### config.mk
export PLATFORM = sky130hd
export DESIGN_NAME = ppp_front_flat
export DESIGN_NICKNAME = d
export VERILOG_FILES = /design/src/rtl/core/point_perspective_projector_assert.svh /design/src/rtl/core/ppp_pkg.sv /design/src/rtl/core/ppp_if.sv /design/src/rtl/core/ppp_front.sv /design/src/flat_wrapper.sv
export SDC_FILE = /design/constraint.sdc
export NUM_CORES = 2
export LEC_CHECK = 0
export ABC_AREA = 1
export BUFFER_PORTS_ARGS = -buffer_cell sky130_fd_sc_hd__buf_4
export CORE_UTILIZATION = 47
export DETAILED_ROUTE_END_ITERATION = 6
export PLACE_DENSITY = 0.73
export SYNTH_ARGS = -nofsm -noshare
export SYNTH_HDL_FRONTEND = slang
export SYNTH_SLANG_ARGS = --single-unit
### constraint.sdc
create_clock -name clock -period 9 [get_ports clock]
set_clock_uncertainty 0.05 [all_clocks]
set_input_delay 0.9 -clock clock [delete_from_list [all_inputs] [get_ports clock]]
set_output_delay 0.9 -clock clock [all_outputs]
set_load 0.01 [all_outputs]
### src/rtl/core/point_perspective_projector_assert.svh
// Assertion macros shared by the projector RTL.
// Depends on a clock named clock and a reset named reset in the including scope.
`ifndef POINT_PERSPECTIVE_PROJECTOR_ASSERT_SVH
`define POINT_PERSPECTIVE_PROJECTOR_ASSERT_SVH

// Same-cycle implication, off during reset.
`define PPP_ASSERT_IMP(lbl, ante, cons) \
   lbl: assert property (@(posedge clock) disable iff (reset) (ante) |-> (cons)) \
      else $error("projector assertion failed");

// Next-cycle implication, off during reset.
`define PPP_ASSERT_NXT(lbl, ante, cons) \
   lbl: assert property (@(posedge clock) disable iff (reset) (ante) |=> (cons)) \
      else $error("projector assertion failed");

`endif

### src/rtl/core/ppp_pkg.sv
// Shared types, widths, register indexes and trig functions of the projector.
// No dependencies.
`timescale 1ns / 1ps
package ppp_pkg;

   localparam int unsigned XY_W    = 30;  // world x, y in Q.8
   localparam int unsigned Z_W     = 33;  // world z in Q.8
   localparam int unsigned ROT_W   = 35;  // rotated values
   localparam int unsigned TRIG_W  = 16;  // Q1.15
   localparam int unsigned PROD_W  = TRIG_W + ROT_W;
   localparam int unsigned SUM_W   = PROD_W + 1;
   localparam int unsigned NUM_W   = 46;  // magnitude of the numerator
   localparam int unsigned DEN_W   = 34;  // magnitude of the depth
   localparam int unsigned SCR_W   = 48;  // screen value before clamping
   localparam int unsigned CSR_IDX_W  = 3;
   localparam int unsigned CSR_DATA_W = 21;
   localparam int unsigned QUEUE_DEPTH = 4;
   localparam int unsigned DEF_SCREEN_WIDTH  = 1024;
   localparam int unsigned DEF_SCREEN_HEIGHT = 768;

   typedef enum logic [CSR_IDX_W-1:0] {
      REG_CAMERA_X   = 3'd0,
      REG_CAMERA_Y   = 3'd1,
      REG_CAMERA_Z   = 3'd2,
      REG_ANGLE_X    = 3'd3,
      REG_ANGLE_Y    = 3'd4,
      REG_ANGLE_Z    = 3'd5,
      REG_DEPTH_GAIN = 3'd6
   } csr_reg_type;

   typedef enum logic [1:0] {
      ST_OK        = 2'd0,
      ST_ZERO_DEPTH = 2'd1,
      ST_SATURATED = 2'd2
   } status_type;

   typedef struct packed {
      logic signed [TRIG_W-1:0] sin_x;
      logic signed [TRIG_W-1:0] cos_x;
      logic signed [TRIG_W-1:0] sin_y;
      logic signed [TRIG_W-1:0] cos_y;
      logic signed [TRIG_W-1:0] sin_z;
      logic signed [TRIG_W-1:0] cos_z;
   } trig_type;

   typedef struct packed {
      logic signed [XY_W-1:0] x;
      logic signed [XY_W-1:0] y;
      logic signed [Z_W-1:0]  z;
   } vertex_type;

   localparam logic [15:0] SIN_QUARTER [0:90] = '{
      16'd0, 16'd572, 16'd1144, 16'd1715, 16'd2286, 16'd2856, 16'd3425, 16'd3993,
      16'd4560, 16'd5126, 16'd5690, 16'd6252, 16'd6813, 16'd7371, 16'd7927, 16'd8481,
      16'd9032, 16'd9580, 16'd10126, 16'd10668, 16'd11207, 16'd11743, 16'd12275,
      16'd12803, 16'd13328, 16'd13848, 16'd14365, 16'd14876, 16'd15384, 16'd15886,
      16'd16384, 16'd16877, 16'd17364, 16'd17847, 16'd18324, 16'd18795, 16'd19261,
      16'd19720, 16'd20174, 16'd20622, 16'd21063, 16'd21498, 16'd21926, 16'd22348,
      16'd22763, 16'd23170, 16'd23571, 16'd23965, 16'd24351, 16'd24730, 16'd25102,
      16'd25466, 16'd25822, 16'd26170, 16'd26510, 16'd26842, 16'd27166, 16'd27482,
      16'd27789, 16'd28088, 16'd28378, 16'd28660, 16'd28932, 16'd29197, 16'd29452,
      16'd29698, 16'd29935, 16'd30163, 16'd30382, 16'd30592, 16'd30792, 16'd30983,
      16'd31164, 16'd31336, 16'd31499, 16'd31651, 16'd31795, 16'd31928, 16'd32052,
      16'd32166, 16'd32270, 16'd32365, 16'd32449, 16'd32524, 16'd32588, 16'd32643,
      16'd32688, 16'd32723, 16'd32748, 16'd32763, 16'd32767
   };

   // Sine of a whole-degree angle below 720, in Q1.15.
   function automatic logic signed [TRIG_W-1:0] sin_q15(input logic [9:0] d_in);
      logic [9:0] d;
      logic [9:0] idx;
      logic       neg;
      logic [15:0] m;
      d   = (d_in >= 10'd360) ? d_in - 10'd360 : d_in;
      neg = 1'b0;
      if (d <= 10'd90) begin
         idx = d;
      end else if (d <= 10'd180) begin
         idx = 10'd180 - d;
      end else if (d <= 10'd270) begin
         idx = d - 10'd180;
         neg = 1'b1;
      end else begin
         idx = 10'd360 - d;
         neg = 1'b1;
      end
      m = SIN_QUARTER[idx[6:0]];
      return neg ? -$signed(m) : $signed(m);
   endfunction

   function automatic logic signed [TRIG_W-1:0] cos_q15(input logic [8:0] ang);
      logic [9:0] d;
      d = {1'b0, ang};
      if (d >= 10'd360) begin
         d = d - 10'd360;
      end
      return sin_q15(d + 10'd90);
   endfunction

   // Rounds a Q1.15 product sum back to Q.8, halves away from zero.
   function automatic logic signed [ROT_W-1:0] round15(input logic signed [SUM_W-1:0] p);
      logic [SUM_W-1:0] mag;
      logic [SUM_W-1:0] r;
      mag = p[SUM_W-1] ? SUM_W'(-p) : SUM_W'(p);
      r   = (mag + SUM_W'(16384)) >> 15;
      return p[SUM_W-1] ? -$signed(r[ROT_W-1:0]) : $signed(r[ROT_W-1:0]);
   endfunction

endpackage

### src/rtl/core/ppp_if.sv
// Channel interfaces of the projector: vertex input, screen result, register writes.
// Depends on ppp_pkg.
`timescale 1ns / 1ps
interface ppp_req_if;
   logic        valid;
   logic        ready;
   logic [11:0] grid_col;
   logic [11:0] grid_row;
   logic signed [15:0] height;
   modport source (output valid, grid_col, grid_row, height, input ready);
   modport sink   (input valid, grid_col, grid_row, height, output ready);
endinterface


interface ppp_csr_if;
   logic valid;
   logic ready;
   logic [ppp_pkg::CSR_IDX_W-1:0]  index;
   logic [ppp_pkg::CSR_DATA_W-1:0] data;
   modport source (output valid, index, data, input ready);
   modport sink   (input valid, index, data, output ready);
endinterface

### src/rtl/core/ppp_front.sv
// Front end: configuration registers, trig lookup and world placement of each vertex.
// Depends on ppp_pkg and ppp_if.
`timescale 1ns / 1ps
module ppp_front (
   input  logic clock,
   input  logic reset,
   ppp_csr_if.sink csr_ch,
   ppp_req_if.sink req_ch,
   input  logic full_i,
   output logic push_o,
   output ppp_pkg::vertex_type vtx_o,
   output ppp_pkg::trig_type trig_o
);

   logic signed [20:0] cam_x_ff, cam_y_ff, cam_z_ff;
   logic [8:0]  ang_x_ff, ang_y_ff, ang_z_ff;
   logic [15:0] gain_ff;
   ppp_pkg::trig_type trig_ff, trig_in;

   logic signed [21:0] col30, row30, dx, dy;
   logic signed [33:0] hz;

   assign csr_ch.ready = 1'b1;

   always_ff @(posedge clock) begin
      if (reset) begin
         cam_x_ff <= '0;
         cam_y_ff <= '0;
         cam_z_ff <= '0;
         ang_x_ff <= '0;
         ang_y_ff <= '0;
         ang_z_ff <= '0;
         gain_ff  <= 16'd256;
      end else if (csr_ch.valid) begin
         case (ppp_pkg::csr_reg_type'(csr_ch.index))
            ppp_pkg::REG_CAMERA_X:   cam_x_ff <= csr_ch.data;
            ppp_pkg::REG_CAMERA_Y:   cam_y_ff <= csr_ch.data;
            ppp_pkg::REG_CAMERA_Z:   cam_z_ff <= csr_ch.data;
            ppp_pkg::REG_ANGLE_X:    ang_x_ff <= csr_ch.data[8:0];
            ppp_pkg::REG_ANGLE_Y:    ang_y_ff <= csr_ch.data[8:0];
            ppp_pkg::REG_ANGLE_Z:    ang_z_ff <= csr_ch.data[8:0];
            ppp_pkg::REG_DEPTH_GAIN: gain_ff  <= csr_ch.data[15:0];
            default: ;
         endcase
      end
   end

   // Trig values are registered and follow the angle registers in the next cycle.
   always_comb begin
      trig_in.sin_x = ppp_pkg::sin_q15({1'b0, ang_x_ff});
      trig_in.cos_x = ppp_pkg::cos_q15(ang_x_ff);
      trig_in.sin_y = ppp_pkg::sin_q15({1'b0, ang_y_ff});
      trig_in.cos_y = ppp_pkg::cos_q15(ang_y_ff);
      trig_in.sin_z = ppp_pkg::sin_q15({1'b0, ang_z_ff});
      trig_in.cos_z = ppp_pkg::cos_q15(ang_z_ff);
   end

   always_ff @(posedge clock) begin
      if (reset) begin
         trig_ff.sin_x <= '0;
         trig_ff.cos_x <= 16'sd32767;
         trig_ff.sin_y <= '0;
         trig_ff.cos_y <= 16'sd32767;
         trig_ff.sin_z <= '0;
         trig_ff.cos_z <= 16'sd32767;
      end else begin
         trig_ff <= trig_in;
      end
   end

   assign trig_o = trig_ff;

   assign col30 = $signed({10'd0, req_ch.grid_col}) * 22'sd30;
   assign row30 = $signed({10'd0, req_ch.grid_row}) * 22'sd30;
   assign dx    = col30 - 22'(cam_x_ff);
   assign dy    = row30 - 22'(cam_y_ff);
   assign hz    = 34'(req_ch.height) * 34'($signed({1'b0, gain_ff}))
                - 34'($signed({cam_z_ff, 8'd0}));

   assign vtx_o.x = $signed({dx[21:0], 8'd0});
   assign vtx_o.y = $signed({dy[21:0], 8'd0});
   assign vtx_o.z = hz[ppp_pkg::Z_W-1:0];

   assign req_ch.ready = !full_i;
   assign push_o       = req_ch.valid && !full_i;

endmodule

### src/flat_wrapper.sv
// flat-port wrapper written by rule: the top's interface ports become plain ports
module ppp_front_flat 
  (clock, reset, full_i, push_o, vtx_o, trig_o, csr_ch_valid, csr_ch_index, csr_ch_data, csr_ch_ready, req_ch_valid, req_ch_grid_col, req_ch_grid_row, req_ch_height, req_ch_ready);
  ppp_csr_if csr_ch_i ();
  ppp_req_if req_ch_i ();
  input  logic clock;
  input  logic reset;
  input  logic full_i;
  output logic push_o;
  output ppp_pkg::vertex_type vtx_o;
  output ppp_pkg::trig_type trig_o;
  input wire logic [$bits(csr_ch_i.valid)-1:0] csr_ch_valid;
  input wire logic [$bits(csr_ch_i.index)-1:0] csr_ch_index;
  input wire logic [$bits(csr_ch_i.data)-1:0] csr_ch_data;
  output wire logic [$bits(csr_ch_i.ready)-1:0] csr_ch_ready;
  input wire logic [$bits(req_ch_i.valid)-1:0] req_ch_valid;
  input wire logic [$bits(req_ch_i.grid_col)-1:0] req_ch_grid_col;
  input wire logic [$bits(req_ch_i.grid_row)-1:0] req_ch_grid_row;
  input wire logic [$bits(req_ch_i.height)-1:0] req_ch_height;
  output wire logic [$bits(req_ch_i.ready)-1:0] req_ch_ready;
  assign csr_ch_i.valid = csr_ch_valid;
  assign csr_ch_i.index = csr_ch_index;
  assign csr_ch_i.data = csr_ch_data;
  assign csr_ch_ready = csr_ch_i.ready;
  assign req_ch_i.valid = req_ch_valid;
  assign req_ch_i.grid_col = req_ch_grid_col;
  assign req_ch_i.grid_row = req_ch_grid_row;
  assign req_ch_i.height = req_ch_height;
  assign req_ch_ready = req_ch_i.ready;
  ppp_front u_core (.clock(clock), .reset(reset), .csr_ch(csr_ch_i), .req_ch(req_ch_i), .full_i(full_i), .push_o(push_o), .vtx_o(vtx_o), .trig_o(trig_o));
endmodule
After elaboration in Yosys (flattened, before gate mapping)
Memories as Yosys holds them, arrays and structs flattened.
Index checks and enable logic that the tools add are counted.
Widths: inputs -> output; s select.
- add/sub/neg operators: 36
- $mul: 3
- divide/modulo/power cells: 0
- order comparisons: 30
- equal/unequal tests: 6
- shifts and indexed selects: 0
- mux-type cells: 54
- bitwise gates (word level): 6
- reductions and logical operators: 10
- operators with widths (kind ; number):
    $mux 16 ; 18
    $mux 7 ; 18
    $neg 16->16 ; 6
    $le 10x7->1 const B ; 6
    $le 10x8->1 const B ; 6
    $le 10x9->1 const B ; 6
    $mux 10 ; 6
    $ge 8x8->1 const B ; 6
    $not 7->8 ; 6
    $sub 18x21->22 ; 2
    $sub 6x7->7 const A ; 6
    $sub 7x6->7 const B ; 6
    $sub 7x7->7 const A ; 6
    $mul 16x17->33 ; 1
    $sub 33x29->33 ; 1
    $mul 12x4->16 const B ; 2
    $add 10x7->10 const B ; 3
    $ge 10x9->1 const B ; 3
    $sub 10x9->10 const B ; 3
    $sub 9x9->10 const B ; 3
    $ge 9x9->1 const B ; 3
    $reduce_and 2->1 ; 7
    $mux 1 ; 12
    $eq 3x3->1 const B ; 3
    other kinds (5) ; 6
- register bits: 202
- bits in latches: 0
- memory bits (writable): 0
- memory bits (read-only): 12288
- input port bits: 69
- output and inout bits: 192
- memories: 6
- memory list (name ; words ; width ; read ports ; clocked after Yosys merged registers in ; write ports ; RTL line ; text):
    (name not given) ; 128 ; 16 ; 1 ; 0 ; 0 ; ppp_pkg.sv:87 ; m = SIN_QUARTER[idx[6:0]];
    (name not given) ; 128 ; 16 ; 1 ; 0 ; 0 ; ppp_pkg.sv:87 ;
    (name not given) ; 128 ; 16 ; 1 ; 0 ; 0 ; ppp_pkg.sv:87 ;
    (name not given) ; 128 ; 16 ; 1 ; 0 ; 0 ; ppp_pkg.sv:87 ;
    (name not given) ; 128 ; 16 ; 1 ; 0 ; 0 ; ppp_pkg.sv:87 ;
    (name not given) ; 128 ; 16 ; 1 ; 0 ; 0 ; ppp_pkg.sv:87 ;

Depth between registers and ports, before layout
- depth after elaboration: 15
- depth in mapped cells: 49
- depth with buffers taken out: 48

Least setup slack after synthesis
Ideal clock, no wire load.
- path type: input -> output
- from: input req_ch_height[7]
- to: output vtx_o[32] in the netlist's numbering
- arrival time: 7418 ps
- slack: 632 ps
- cell stages on the path: 29
- buffers on the path: 2
- cell sequence: clkbuf_1 > clkbuf_1 > nand2_1 > fa_1 > fa_1 > fa_1 > inv_1 > fa_1 > inv_1 > fa_1 > fa_1 > inv_1 > ha_1 > nand2_1 > o21ai_0 > a21oi_1 > o21bai_1 > nand2_1 > o21ai_0 > a21o_1 > a21oi_1 > o21ai_0 > a21oi_1 > o21bai_1 > a21oi_1 > o21ai_0 > inv_1 > o31ai_1 > xor2_1
- RTL lines (item ; RTL line ; text):
    start, declared ; flat_wrapper.sv:19 ; input wire logic [$bits(req_ch_i.height)-1:0] req_ch_height;
    end, declared ; flat_wrapper.sv:10 ; output ppp_pkg::vertex_type vtx_o;

==> results.md <==
* CP startpoint kind: input pin
* Slowest CP cell: fa_1
* Vias at 37.8k
* Tmin final at 8.46 ns
* Largest net degree at the start of global routing at 101
* GR Overflow Total at 0
* Max-slew violation count at 0
* Mapped Cells at 5735
* #FFs+latches synth at 202
* Die width at 280 microns
* Placed cells at 6800
* Synth area leaders: fa_1 15%, nand2_1 15%, dfxtp_1 11%, ha_1 10%, inv_1 8.5%
* Setup TNS at 0 ns
* Multi-input gate area at 27700 sq um
* Post-synth EDFFs at 0
* Sequential-to-total area share from yosys stat at 11.1%
* Final Hold Viols at 0
* Unique cell type count in the Yosys netlist at 74
* Worst EP required at 8.05 ns
* H-tree level count at 1
* CTS clock-pin slew for the worst setup and hold paths at 0.06 ns
* Fraction of registers with async set/reset at 0%
* Worst-Margin Slew at 1.19 ns
* # fillers at 7747
* Peak supply drop at 0.468 mV
* Crit Path Category: input pin to primary output
* CTS tree: yes
* Post-Syn Area at 36400 sq um
* Net count, final at 6437
* DRT antenna net count at 0
* Clock Sinks at 202
* Initial drt markers at 3600
* Share of post-route cells with drive strength above 1 at 10.4%
* Vias/cell at 5.52
* Register area at 4050 sq um
* Root Buffer: clkbuf_16
* # Max-Cap Violations at 0
* Commonest non-fill, non-tap cell in the layout: nand2_1
* CTS Buf Count at 26
* Fin crit share at 94.0%
* Most frequent cells in the layout: 1426 x nand2_1, 826 x inv_1, 582 x nand3_1, 439 x nor2_1, 379 x o21ai_0
* Setup violators final at 0
* Final GP Congestion at 0.985
* Yosys warnings at 0
* Post-synth top area share at 14.8%
* RSZ-0062 raised after global routing: true
* Crit path capture type: primary output
* Avg Cell Area, Syn at 6.34 sq um
* Top-level port count at 261
* Fmax at 0.118 GHz
* DR pass1 iterations at 6
* # rows at 101
* Slew headroom at 20.0%
* Total track usage at 28.5%
* Min-Delay Path Class: flip-flop to flip-flop
* Largest area contributor in the netlist: fa_1
* Initial antenna violation count at 0
* Antenna cells at 0
* CP arrival at 7.51 ns
* Final wirelength at 115 mm
* Area grow syn2layout at 8.49%
* Drt wl/cell at 16.7 microns
* Remaining DRCs at 0
* Final std cells w/o fill at 6847
* Slowest stage delay, CP at 0.55 ns
* Status: completed
* Die area at 78500 sq um
* Cell leakage power at 0.0208 uW
* Pwr Density at 210 nW/um^2
* Chip height at 280 microns
* Number of global-route vias before repair at 35.3k
* Worst Path Max Fanout at 7
* Final HPWL DP at 87.5 mm
* Ys flop type: dfxtp_1
* Port bufs at 243
* Max clock buf depth at 3
* Core area at 76200 sq um
* Worst-Skew Late Latency at 0.61 ns
* Starting Density at 47.7%
* Global-route wire length before repair at 184 mm
cell families (layout without fill, tap and decap cells):
kind of cell               count (synthesis)  count (layout)  synth area share [%]
and+or+nand+nor                         2747            2747                  33.2
buffers and inverters                   1146            1213                  12.9
AOI/OAI and AO/OA                        935             935                  14.3
adders and majority gates                570             570                  25.2
DFF                                      202             202                  11.1
xor gates and xnor gates                 133             133                  3.32
other                                      2              17                0.0207
cells in the mapped netlist, types with 5 or more instances:
cell type,count
o21ai_0,386
a21oi_1,333
nor2_1,439
inv_2,38
nor2_4,5
nand2_2,81
nand3_1,582
nand2_4,32
dfxtp_1,202
a31oi_1,21
xor2_1,99
nand3_2,16
o31ai_1,9
buf_4,42
clkbuf_1,137
clkinv_1,8
or2_2,23
nor2_2,27
xnor2_1,30
a21o_1,6
inv_1,826
buf_1,13
ha_1,301
buf_2,61
nand2_1,1428
nor3_1,33
o211ai_1,56
o21bai_1,12
fa_1,269
nand3b_1,26
o21ai_1,33
buf_6,16
o22ai_1,11
a211oi_1,9
nand4_1,32
o221ai_1,15
o21ai_2,7
sequential cells by signal, indices dropped and copies added (netlist names):
name,flops
u_core.trig_o,96
u_core.ang_x_ff,9
u_core.gain_ff,16
u_core.cam_z_ff,21
u_core.ang_y_ff,9
u_core.ang_z_ff,9
u_core.cam_y_ff,21
u_core.cam_x_ff,21
where the power goes:
| group | switching (uW) | internal [uW] | total, uW |
|---|---|---|---|
| registers | 50.0 | 1010 | 1060 |
| clock network | 462 | 674 | 1140 |
| logic | 3740 | 2360 | 6100 |
critical path: cells and delay by family:
kind	cells	cell delay, ns
compound gates	13	2.05
xor+xnor	1	0.24
fa+ha+maj	7	3.36
buf+inv	9	0.76
simple gates	2	0.20
per-stage QoR:
stage                     hold slack [ns]  power [uW]  util [%]  cell area [sq um]  setup slack, ns
after floorplan                     0.383        5140         -              36400            0.632
after global placement              0.397        7030      50.5              38500           0.0304
after detailed placement            0.405        7090      50.5              38500          -0.0911
after CTS                           0.412        8270      51.8              39400           0.0586
after global routing                0.433        9010      51.8              39500          -0.0262
final                               0.413        8290      51.8              39500            0.536
worst paths after layout:
| check | from | endpoint | slack (ns) | depth (start not counted) |
|---|---|---|---|---|
| worst max register to register | u_core.ang_x_ff[5]$_SDFFE_PP0P_ | u_core.trig_o[72]$_SDFF_PP1_ | 2.24 | 40 |
| worst min register to register | u_core.cam_x_ff[2]$_SDFFE_PP0P_ | u_core.cam_x_ff[2]$_SDFFE_PP0P_ | 0.41 | 2 |
| worst max-delay path | req_ch_height[7] | vtx_o[32] | 0.54 | 32 |
| worst min-delay path | u_core.cam_x_ff[2]$_SDFFE_PP0P_ | u_core.cam_x_ff[2]$_SDFFE_PP0P_ | 0.41 | 2 |
routing by layer:
layer | up-vias | track usage (%) | share of wire (%)
li1 | 18400 | - | -
met1 | 17600 | 37.9 | 42
met2 | 1597 | 47.5 | 47
met3 | 242 | 3.90 | 7.9
met4 | 0 | 9.30 | 3.3
met5 | - | 0 | 0
cell type report:
cell class                 count  share of cell area [%]
clock buffer                  32                    1.78
clock inverter                15                   0.561
inverter                     875                    8.34
multi-input combinational   4402                    70.2
sequential                   202                    10.3
tap                         1030                    3.27
timing repair buffer         291                    5.54
repair_timing:
item / 4_1_cts / 5_1_grt
buffers inserted: 0 / 0
hold buffers: 0 / 0
gates resized for setup: 3 / 10
endpoints found under the setup margin: 1 / 6
pin swaps: 0 / 1
(Power assumes the default switching activity.)
