`src/rtl/core/point_perspective_projector_assert.svh`:
```
// Assertion macros shared by the projector RTL.
// Depends on a clock named clock and a reset named reset in the including scope.
`ifndef POINT_PERSPECTIVE_PROJECTOR_ASSERT_SVH
`define POINT_PERSPECTIVE_PROJECTOR_ASSERT_SVH

// Same-cycle implication, off during reset.
`define PPP_ASSERT_IMP(lbl, ante, cons) \
   lbl: assert property (@(posedge clock) disable iff (reset) (ante) |-> (cons)) \
      else $error("projector assertion failed");

// Next-cycle implication, off during reset.
`define PPP_ASSERT_NXT(lbl, ante, cons) \
   lbl: assert property (@(posedge clock) disable iff (reset) (ante) |=> (cons)) \
      else $error("projector assertion failed");

`endif

```
`src/rtl/core/ppp_pkg.sv`:
```
// Shared types, widths, register indexes and trig functions of the projector.
// No dependencies.
`timescale 1ns / 1ps
package ppp_pkg;

   localparam int unsigned XY_W    = 30;  // world x, y in Q.8
   localparam int unsigned Z_W     = 33;  // world z in Q.8
   localparam int unsigned ROT_W   = 35;  // rotated values
   localparam int unsigned TRIG_W  = 16;  // Q1.15
   localparam int unsigned PROD_W  = TRIG_W + ROT_W;
   localparam int unsigned SUM_W   = PROD_W + 1;
   localparam int unsigned NUM_W   = 46;  // magnitude of the numerator
   localparam int unsigned DEN_W   = 34;  // magnitude of the depth
   localparam int unsigned SCR_W   = 48;  // screen value before clamping
   localparam int unsigned CSR_IDX_W  = 3;
   localparam int unsigned CSR_DATA_W = 21;
   localparam int unsigned QUEUE_DEPTH = 4;
   localparam int unsigned DEF_SCREEN_WIDTH  = 1024;
   localparam int unsigned DEF_SCREEN_HEIGHT = 768;

   typedef enum logic [CSR_IDX_W-1:0] {
      REG_CAMERA_X   = 3'd0,
      REG_CAMERA_Y   = 3'd1,
      REG_CAMERA_Z   = 3'd2,
      REG_ANGLE_X    = 3'd3,
      REG_ANGLE_Y    = 3'd4,
      REG_ANGLE_Z    = 3'd5,
      REG_DEPTH_GAIN = 3'd6
   } csr_reg_type;

   typedef enum logic [1:0] {
      ST_OK        = 2'd0,
      ST_ZERO_DEPTH = 2'd1,
      ST_SATURATED = 2'd2
   } status_type;

   typedef struct packed {
      logic signed [TRIG_W-1:0] sin_x;
      logic signed [TRIG_W-1:0] cos_x;
      logic signed [TRIG_W-1:0] sin_y;
      logic signed [TRIG_W-1:0] cos_y;
      logic signed [TRIG_W-1:0] sin_z;
      logic signed [TRIG_W-1:0] cos_z;
   } trig_type;

   typedef struct packed {
      logic signed [XY_W-1:0] x;
      logic signed [XY_W-1:0] y;
      logic signed [Z_W-1:0]  z;
   } vertex_type;

   localparam logic [15:0] SIN_QUARTER [0:90] = '{
      16'd0, 16'd572, 16'd1144, 16'd1715, 16'd2286, 16'd2856, 16'd3425, 16'd3993,
      16'd4560, 16'd5126, 16'd5690, 16'd6252, 16'd6813, 16'd7371, 16'd7927, 16'd8481,
      16'd9032, 16'd9580, 16'd10126, 16'd10668, 16'd11207, 16'd11743, 16'd12275,
      16'd12803, 16'd13328, 16'd13848, 16'd14365, 16'd14876, 16'd15384, 16'd15886,
      16'd16384, 16'd16877, 16'd17364, 16'd17847, 16'd18324, 16'd18795, 16'd19261,
      16'd19720, 16'd20174, 16'd20622, 16'd21063, 16'd21498, 16'd21926, 16'd22348,
      16'd22763, 16'd23170, 16'd23571, 16'd23965, 16'd24351, 16'd24730, 16'd25102,
      16'd25466, 16'd25822, 16'd26170, 16'd26510, 16'd26842, 16'd27166, 16'd27482,
      16'd27789, 16'd28088, 16'd28378, 16'd28660, 16'd28932, 16'd29197, 16'd29452,
      16'd29698, 16'd29935, 16'd30163, 16'd30382, 16'd30592, 16'd30792, 16'd30983,
      16'd31164, 16'd31336, 16'd31499, 16'd31651, 16'd31795, 16'd31928, 16'd32052,
      16'd32166, 16'd32270, 16'd32365, 16'd32449, 16'd32524, 16'd32588, 16'd32643,
      16'd32688, 16'd32723, 16'd32748, 16'd32763, 16'd32767
   };

   // Sine of a whole-degree angle below 720, in Q1.15.
   function automatic logic signed [TRIG_W-1:0] sin_q15(input logic [9:0] d_in);
      logic [9:0] d;
      logic [9:0] idx;
      logic       neg;
      logic [15:0] m;
      d   = (d_in >= 10'd360) ? d_in - 10'd360 : d_in;
      neg = 1'b0;
      if (d <= 10'd90) begin
         idx = d;
      end else if (d <= 10'd180) begin
         idx = 10'd180 - d;
      end else if (d <= 10'd270) begin
         idx = d - 10'd180;
         neg = 1'b1;
      end else begin
         idx = 10'd360 - d;
         neg = 1'b1;
      end
      m = SIN_QUARTER[idx[6:0]];
      return neg ? -$signed(m) : $signed(m);
   endfunction

   function automatic logic signed [TRIG_W-1:0] cos_q15(input logic [8:0] ang);
      logic [9:0] d;
      d = {1'b0, ang};
      if (d >= 10'd360) begin
         d = d - 10'd360;
      end
      return sin_q15(d + 10'd90);
   endfunction

   // Rounds a Q1.15 product sum back to Q.8, halves away from zero.
   function automatic logic signed [ROT_W-1:0] round15(input logic signed [SUM_W-1:0] p);
      logic [SUM_W-1:0] mag;
      logic [SUM_W-1:0] r;
      mag = p[SUM_W-1] ? SUM_W'(-p) : SUM_W'(p);
      r   = (mag + SUM_W'(16384)) >> 15;
      return p[SUM_W-1] ? -$signed(r[ROT_W-1:0]) : $signed(r[ROT_W-1:0]);
   endfunction

endpackage

```
`src/rtl/core/ppp_queue.sv`:
```
// Short queue of placed vertices between the front end and the back end.
// Depends on ppp_pkg and the assertion macro header.
`timescale 1ns / 1ps
`include "point_perspective_projector_assert.svh"
module ppp_queue #(
   parameter int unsigned DEPTH = ppp_pkg::QUEUE_DEPTH
) (
   input  logic clock,
   input  logic reset,
   input  logic push_i,
   input  ppp_pkg::vertex_type data_i,
   input  logic pop_i,
   output ppp_pkg::vertex_type data_o,
   output logic full_o,
   output logic empty_o
);

   localparam int unsigned PTR_W = (DEPTH > 1) ? $clog2(DEPTH) : 1;

   ppp_pkg::vertex_type mem_ff [DEPTH];
   logic [PTR_W-1:0] wr_ptr_ff, rd_ptr_ff;
   logic [PTR_W:0]   count_ff;

   function automatic logic [PTR_W-1:0] bump(input logic [PTR_W-1:0] p);
      return (p == PTR_W'(DEPTH - 1)) ? '0 : p + 1'b1;
   endfunction

   always_ff @(posedge clock) begin
      if (push_i) begin
         mem_ff[wr_ptr_ff] <= data_i;
      end
   end

   always_ff @(posedge clock) begin
      if (reset) begin
         wr_ptr_ff <= '0;
         rd_ptr_ff <= '0;
         count_ff  <= '0;
      end else begin
         if (push_i) begin
            wr_ptr_ff <= bump(wr_ptr_ff);
         end
         if (pop_i) begin
            rd_ptr_ff <= bump(rd_ptr_ff);
         end
         if (push_i && !pop_i) begin
            count_ff <= count_ff + 1'b1;
         end else if (pop_i && !push_i) begin
            count_ff <= count_ff - 1'b1;
         end
      end
   end

   assign data_o  = mem_ff[rd_ptr_ff];
   assign full_o  = (count_ff == (PTR_W + 1)'(DEPTH));
   assign empty_o = (count_ff == '0);

   `PPP_ASSERT_IMP(a_no_push_full, full_o, !push_i)
   `PPP_ASSERT_IMP(a_no_pop_empty, empty_o, !pop_i)
   `PPP_ASSERT_NXT(a_count_up, push_i && !pop_i, count_ff == $past(count_ff) + 1'b1)

endmodule

```
`config.mk`:
```
export PLATFORM = sky130hd
export DESIGN_NAME = ppp_queue
export DESIGN_NICKNAME = d
export VERILOG_FILES = /design/src/rtl/core/ppp_pkg.sv /design/src/rtl/core/ppp_queue.sv
export VERILOG_INCLUDE_DIRS = /design/src /design/src/rtl/core
export SDC_FILE = /design/constraint.sdc
export NUM_CORES = 1
export LEC_CHECK = 0
export BUFFER_PORTS_ARGS = -buffer_cell sky130_fd_sc_hd__buf_2
export CAP_MARGIN = 20
export CORE_ASPECT_RATIO = 2
export CORE_MARGIN = 8
export CORE_UTILIZATION = 50
export DETAILED_ROUTE_END_ITERATION = 10
export PLACE_DENSITY = 0.74
export SETUP_SLACK_MARGIN = 0.2
export SYNTH_ARGS = -nofsm -noshare
export SYNTH_HDL_FRONTEND = slang
export SYNTH_SLANG_ARGS = --single-unit
```
`constraint.sdc`:
```
create_clock -name clock -period 3.2 [get_ports clock]
set_clock_uncertainty 0.15 [all_clocks]
set_input_delay 0.32 -clock clock [delete_from_list [all_inputs] [get_ports clock]]
set_output_delay 0.32 -clock clock [all_outputs]
set_load 0.005 [all_outputs]
```
---- Word-level counts from Yosys, hierarchy flattened ----
Memory sizes are Yosys's and may differ from the RTL's. A register that Yosys moved wholly into a read port is not among the register bits.
Cells that the tools add are included.
W data, S select, Z words.
storage, ports and cells
  register bits ........................... 7
  latch bits .............................. 0
  memory bits (writable) .................. 372
  bits in read-only memories .............. 0
  input bits .............................. 97
  logic and storage cells ................. 25
  memories ................................ 1
memories
  name    words  bits a word  read ports  clocked after Yosys merged registers in  write ports  RTL line         source
  mem_ff  4      93           1           1                                        1            ppp_queue.sv:20  ppp_pkg::vertex_type mem_ff [DEPTH];
cells by class
  $add $sub $neg .......................... 4
  $mul .................................... 0
  div/mod/pow operators ................... 0
  $lt $le $gt $ge ......................... 0
  eq/ne operators ......................... 3
  shift operators ......................... 0
  muxes and demuxes ....................... 8
  bitwise operators ....................... 0
  reduce and logical (&&, ||, !) cells .... 6
operator list
  cell                   count
  $mux W2                4
  $mux W3                2
  $add A2 B1 Y2 const B  2
  $eq A2 B2 Y1 const B   2
  $add A3 B1 Y3 const B  1
  $eq A3 B3 Y1 const B   1
  $logic_not A3 Y1       1
  $sub A3 B1 Y3 const B  1
  $logic_and A1 B1 Y1    2
  $logic_not A1 Y1       2
  $mux W1                2
  $reduce_bool A2 Y1     1

---- Depth between registers and ports, before layout ----
Gate-level depths: netlist (run 1).
  word-level depth ........................ 4
  mapped depth ............................ 7

---- Worst setup path before layout (run 1) ----
No wires, ideal clock.
  path type ............................... register to register
  start ................................... register wr_ptr_ff[0]
  end ..................................... memory mem_ff[3][0] (netlist name) (enable)
  arrival time ............................ 2701 ps
  data required time ...................... 2588 ps
  slack ................................... -112 ps
  stages on the path, launching flop included .. 3
  buffers on the path ..................... 0
  cells stage by stage .................... dfxtp_1 -> ha_1 -> and2_1
RTL lines
  element                 RTL line         source
  from (decl)             ppp_queue.sv:21  logic [PTR_W-1:0] wr_ptr_ff, rd_ptr_ff;
  from (signal assigned)  ppp_queue.sv:41  wr_ptr_ff <= bump(wr_ptr_ff);
  to (decl)               ppp_queue.sv:20
No word-level cell before the write port.

==> results.env, run 1 <==
OUTCOME='finished, final reports clean'
CTS_NUM_SINKS=381
PLACEMENTROWS=86
POST_SYNTH_INST_COUNT=529
POWER.DENSITY_CELL_AREA_nW_PER_UM2=611
GRT_START_MAX_NET_PINS=42
REPORT.FINAL.SLEW_VIOL_COUNT=0
SYNTH_SEQ_AREA_SHARE_PCT=81.9
CTS.ROOT.BUFFER_CELL='clkbuf_16'
CRIT_FAMILY='flip-flops'
GP_CONGESTION=0.759
GRT_PASS1_VIAS=7521
FILLER_CELL_COUNT=1804
DRT_DRC_VIOLATIONS_LEFT=0
SYNTH-WARNING-COUNT=0
DRV.MAX_CAP_VIOLATION_COUNT=0
CLOCK_PIN_SLEW_ON_THE_WORST_SETUP_AND_HOLD_PATHS_NS=0.07
VDD.IR_DROP.WORST_uV=555
WORSTPATHCELLLIST='buf_4 > mux4_2 > buf_2'
POST_SYNTHESIS_INSTANCE_AREA_UM2=13900
YS_TYPES=19
TIMING.CRITICAL_PATH.DEPTH=3
HTREEDEPTH=1
DRT_ITER0_DRC=442
GRT_FIRST_PASS_WIRELENGTH_UM=43500
PERIOD_UTILISATION_LAYOUT_PCT=88.6
DESIGN.PORTCOUNT=192
YS_SEQ_ELEMENTS=381
CRITPATHREQUIREDTIME_NS=2.73
SEQCELLAREA_UM2=11400
POST_CTS_REPAIR_RESIZE_COUNT=0
MAX_CLOCK_FREQ_MHz=353
ANTENNA_FOUND_INITIAL=2
NUMCTSBUFFERS=31
CTS_MAX_PATH_BUFFERS=3
CRITPATHARRIVALTIME_NS=2.36
FINAL_REPORT_SETUP_VIOLATION_COUNT=0
FINAL_PERIOD_MINUS_WORST_SETUP_SLACK_NS=2.83
PRE_CTS_WS_NS=0.891
ROUTE.ANTENNA.REMAINING_NETS=0
GLOBALROUTE.TOTALOVERFLOW=0
CRITICAL_PATH_STARTPOINT_CATEGORY='register'
TOTALNEGATIVESETUPSLACK_NS=0
FINAL_LAYOUT_SIZE_SUFFIX_GT1_SHARE_PCT=41.2
HOLD_VIO_CNT_FINAL=0
POST_SYNTH.CELL_AREA_AVG_UM2=26.2
CP_MAX_FO=24
SYN_NETS=633
CP.BUFFERS_INVERTERS=2
FP.COREAREA_UM2=27400
RSZ0062_AT_GRT='false'
MULTI_INPUT_COMB_AREA_UM2=2350
DETAIL_ROUTE.WIRELENGTH_UM=28700
DIE_H_UM=251
STARTPOINT_OF_THE_WORST_REGISTER_TO_REGISTER_PATH='wr_ptr_ff[0]'
PLACEMENT.IO_BUFFERS=191
POST-CTS-SETUP-BUFFERS=0
POST_DRT_WL_PER_CELL_UM=23.3
WHS_NS=0.00775
MIN_PATH_TYPE='input port to register'
SYN_TO_FINAL_GROWTH_PCT=25.1
MIN_DELAY_PATH_DEPTH=3
ROUTED_VIA_DENSITY=5.36
ROUTED-VIA-COUNT=6587
WORSTREG2REGEND='mem_ff[1][5]'
POWER_mW=10.6
DIE_WIDTH_UM=134
HOLD_BUFFERS=96
CRIT_PATH_TOP_DELAY_CELL='dfxtp_4'
INITIAL_UTILIZATION_PCT=50.5
SETUP_SLACK_NS=0.366
CRITPATHKIND='register to primary output'
ENDPOINT='data_o[82]'
P_LEAK_nW=5.93
DIE_AREA_UM2=33600
WORSTREGTOREGCELLS=3
NETS=955
CTS_TREE='done'
MAX_STAGE_DELAY_ON_CRIT_PATH_NS=0.68
WORST-SLEW-PIN-TRANSITION_NS=0.664
DP.FINAL_HPWL_UM=19600
DRT_PASS1_ITERATIONS=5
WORSTSETUPENDPOINTTYPE='primary output'
POST-ROUTE-UTIL_PCT=63.2
REG2REG_SLACK_NS=1.17
GRT.TOTAL_USAGE_PCT=17.1
MAXSLEWHEADROOM_PCT=55.7
INSERTION_DELAY_NS=0.55
==> cells in the final DEF, fill, tap and decap left out, types with 3 or more instances in the layout <==
master / n
clkinv_2: 7
mux4_2: 93
dfxtp_1: 7
buf_2: 191
inv_1: 4
and2_4: 4
clkinv_1: 3
clkinvlp_4: 4
clkbuf_16: 31
bufinv_16: 5
mux2i_1: 4
buf_4: 19
dlygate4sd3_1: 96
nor2_1: 7
buf_12: 3
clkbuf_1: 6
edfxtp_1: 372
ha_1: 6
==> cells by family after synthesis <==
kind of cell | after synthesis | share of synthesized area (%)
AOI/OAI and AO/OA | 3 | 0.108
xor gates and xnor gates | 2 | 0.126
adders and majority gates | 7 | 0.686
buffers and inverters | 24 | 1.21
DFF | 381 | 81.9
muxes | 97 | 15.4
and+or+nand+nor | 15 | 0.560
==> power breakdown <==
part | total (mW) | internal [mW] | switching, mW
combinational | 0.959 | 0.497 | 0.462
clock | 3.84 | 2.19 | 1.64
sequential | 5.80 | 5.71 | 0.0877
total | 10.6 | 8.40 | 2.19
==> worst min path at each step <==
stage                      startpoint      endpoint  slack [ns]
after global placement    count_ff[2]   count_ff[2]        0.33
after detailed placement  count_ff[2]   count_ff[2]        0.38
after global routing           push_i  wr_ptr_ff[0]        0.04
after CTS                      push_i  wr_ptr_ff[0]       0.004
after floorplan                 reset   count_ff[2]        0.24
final                          push_i  wr_ptr_ff[0]       0.008
==> synthesized netlist by cell type <==
master    number  share of area (%)
a21oi_1        2              0.072
and2_1         4               0.18
buf_2          8               0.29
buf_4          2               0.11
buf_6          8               0.65
clkbuf_1       2              0.054
dfxtp_1        9                1.3
edfxtp_1     372                 81
fa_1           1               0.14
ha_1           6               0.54
inv_1          4               0.11
mux2i_1        4               0.29
mux4_2        93                 15
nor2_1         7               0.19
nor3_1         1              0.036
nor3b_1        2               0.11
o21ai_0        1              0.036
or3_1          1              0.045
xor2_1         2               0.13
==> through the flow <==
step	cells	cell area, µm²
detailed placement	1074	15300
CTS	1228	17300
global placement	1074	15300
global route	1230	17300
finish	1230	17300
floorplan	529	13900
==> state kept, by name, indices dropped and copies added, names as in the netlist, named ones only <==
name,count
mem_ff,372
count_ff,3
rd_ptr_ff,2
wr_ptr_ff,2
==> per-layer routing <==
metal / track usage, % / wire length [µm] / vias to the layer above
met5: 0 / 0 / -
met1: 16.8 / 9580 / 3426
li1: - / - / 2917
met4: 6.87 / 887 / 0
met3: 2.41 / 1150 / 43
met2: 34.1 / 17100 / 201
==> tightest hold or removal path, cell delays in order <==
cell     delay [ns]
buf_2          0.17
mux2i_1        0.10
nor2_1         0.08
==> cell type report <==
class | instances | share of cell area, %
clock inverters | 21 | 1.41
clock buffers | 37 | 4.61
inverters | 4 | 0.0866
flip-flops and latches | 381 | 65.5
well taps | 352 | 2.54
repair buffers | 309 | 12.2
diodes | 2 | 0.0289
multi-input cells | 124 | 13.6
Power figures use the tool's default switching activity.
==> inputs of run 2 (changes only) <==
--- a/config.mk
+++ b/config.mk
@@ -8,11 +8,13 @@
 export LEC_CHECK = 0
 export BUFFER_PORTS_ARGS = -buffer_cell sky130_fd_sc_hd__buf_2
 export CAP_MARGIN = 20
+export CELL_PAD_IN_SITES_DETAIL_PLACEMENT = 0
+export CELL_PAD_IN_SITES_GLOBAL_PLACEMENT = 2
 export CORE_ASPECT_RATIO = 2
 export CORE_MARGIN = 8
-export CORE_UTILIZATION = 50
+export CORE_UTILIZATION = 41
 export DETAILED_ROUTE_END_ITERATION = 10
-export PLACE_DENSITY = 0.74
+export PLACE_DENSITY_LB_ADDON = 0.1
 export SETUP_SLACK_MARGIN = 0.2
 export SYNTH_ARGS = -nofsm -noshare
 export SYNTH_HDL_FRONTEND = slang
==> run 2 against run 1 <==
Clock power increased by 8.1%. Die area grew 20%. Combinational power increased by 2.2%.
==> results.env, run 2 (synthesis results as in run 1) <==
OUTCOME='finished, final reports clean'
FINAL_REPORT_SETUP_VIOLATION_COUNT=0
DP.FINAL_HPWL_UM=17900
CTS_MAX_PATH_BUFFERS=3
FILLER_CELL_COUNT=2725
HTREEDEPTH=2
PLACEMENTROWS=95
TOTALNEGATIVESETUPSLACK_NS=0
INSERTION_DELAY_NS=0.50
CRITPATHKIND='register to primary output'
REGISTERS.TOP_BY_FF_COUNT='mem_ff'
MOSTFREQUENTLAYOUTCELL='edfxtp_1'
CTS_NUM_SINKS=381
DIE_H_UM=276
POST_DRT_WL_PER_CELL_UM=22.3
DP_CELLS=1149
ANTENNA_FOUND_INITIAL=2
RSZ0062_AT_GRT='false'
DRV.MAX_CAP_VIOLATION_COUNT=0
MAX_CLOCK_FREQ_MHz=364
P_LEAK_nW=5.95
POST-CTS-SETUP-BUFFERS=0
POST-ROUTE-UTIL_PCT=52.4
WORSTSETUPENDPOINTTYPE='primary output'
CRITPATHARRIVALTIME_NS=2.27
CTS_TREE='done'
DIE_WIDTH_UM=146
NUMCTSBUFFERS=34
ROUTED_VIA_DENSITY=4.99
ROUTE.ANTENNA.REMAINING_NETS=0
FINAL_PERIOD_MINUS_WORST_SETUP_SLACK_NS=2.74
LARGEST_REG_FLOPS=372
CRITICAL_PATH_STARTPOINT_CATEGORY='register'
INITIAL_UTILIZATION_PCT=41.3
NUM_ANTENNA_CELLS=0
REPORT.FINAL.SLEW_VIOL_COUNT=0
VDD.IR_DROP.WORST_uV=478
MOSTFREQUENTLAYOUTCELLS='372 x edfxtp_1, 191 x buf_2, 95 x dlygate4sd3_1'
POST_CTS_REPAIR_RESIZE_COUNT=0
ROUTED-VIA-COUNT=6512
NETS=948
CRITPATHREQUIREDTIME_NS=2.73
WHS_NS=0.0571
GRT_PASS1_VIAS=7624
GRT_START_MAX_NET_PINS=94
HOLD_VIO_CNT_FINAL=0
MAXSLEWHEADROOM_PCT=57.7
MIN_PATH_TYPE='input port to register'
CLOCK_PIN_SLEW_ON_THE_WORST_SETUP_AND_HOLD_PATHS_NS=0.06
CP_MAX_FO=24
GRT.TOTAL_USAGE_PCT=14.6
FP.COREAREA_UM2=33500
DRT_DRC_VIOLATIONS_LEFT=0
PLACEMENT.IO_BUFFERS=191
DRT_ITER0_DRC=359
WORST-SLEW-PIN-TRANSITION_NS=0.634
DIE_AREA_UM2=40300
DRT_PASS1_ITERATIONS=4
HOLD_BUFFERS=95
PERIOD_UTILISATION_LAYOUT_PCT=85.8
SYN_TO_FINAL_GROWTH_PCT=26.7
DETAIL_ROUTE.WIRELENGTH_UM=29100
FINAL_CELLS=1305
LARGEST_REGISTERS='mem_ff: 372 flops, count_ff: 3 flops'
POWER.DENSITY_CELL_AREA_nW_PER_UM2=621
FINAL_LAYOUT_SIZE_SUFFIX_GT1_SHARE_PCT=40.4
CTS.ROOT.BUFFER_CELL='clkbuf_16'
GRT_FIRST_PASS_WIRELENGTH_UM=45200
GP_CONGESTION=0.680
GLOBALROUTE.TOTALOVERFLOW=0
DESIGN.PORTCOUNT=192
[run 2: report_power, final]
part | switching, mW | internal (mW)
clock | 1.71 | 2.44
sequential | 0.0698 | 5.71
combinational | 0.476 | 0.504
total | 2.25 | 8.66
[run 2: worst paths after layout]
path                            slack [ns]  depth (start not counted)         start       endpoint
worst min-delay path                  0.06                          3        push_i   wr_ptr_ff[0]
worst max-delay path                  0.46                          3      register      data_o[9]
worst max register to register        1.38                          4  wr_ptr_ff[0]  mem_ff[2][31]
worst min register to register        0.39                          2   count_ff[2]    count_ff[2]
[run 2: cell type report]
type                       instances  area [µm²]  area share, %
sequential                       381       11400           64.7
multi-input combinational        124        2350           13.4
timing repair buffer             299        2140           12.2
clock buffer                      40         947           5.39
tap                              436         546           3.11
clock inverter                    21         201           1.15
inverter                           4        15.0         0.0855
[run 2: critical path: stages, from the launching register on]
cell     delay, ns
dfxtp_4       0.70
buf_4         0.36
mux4_2        0.54
buf_2         0.15
[run 2: layer usage]
| metal | share of wire (%) | routed length (µm) | GRT usage (%) | vias up |
|---|---|---|---|---|
| met5 | 0.10 | 29 | 0 | - |
| met4 | 1.9 | 545 | 4.12 | 4 |
| met3 | 5.0 | 1440 | 3.27 | 36 |
| met2 | 57 | 16500 | 28.1 | 160 |
| met1 | 36 | 10500 | 15.6 | 3413 |
| li1 | - | - | - | 2899 |
[run 2: per-stage QoR]
step	power (mW)	instance area, µm²	worst slack, ns
after detailed placement	6.81	15500	0.897
after floorplan	6.34	13900	0.907
after global routing	11.3	17600	0.257
after global placement	6.78	15500	0.918
after CTS	11.1	17600	0.323
final	10.9	17600	0.455
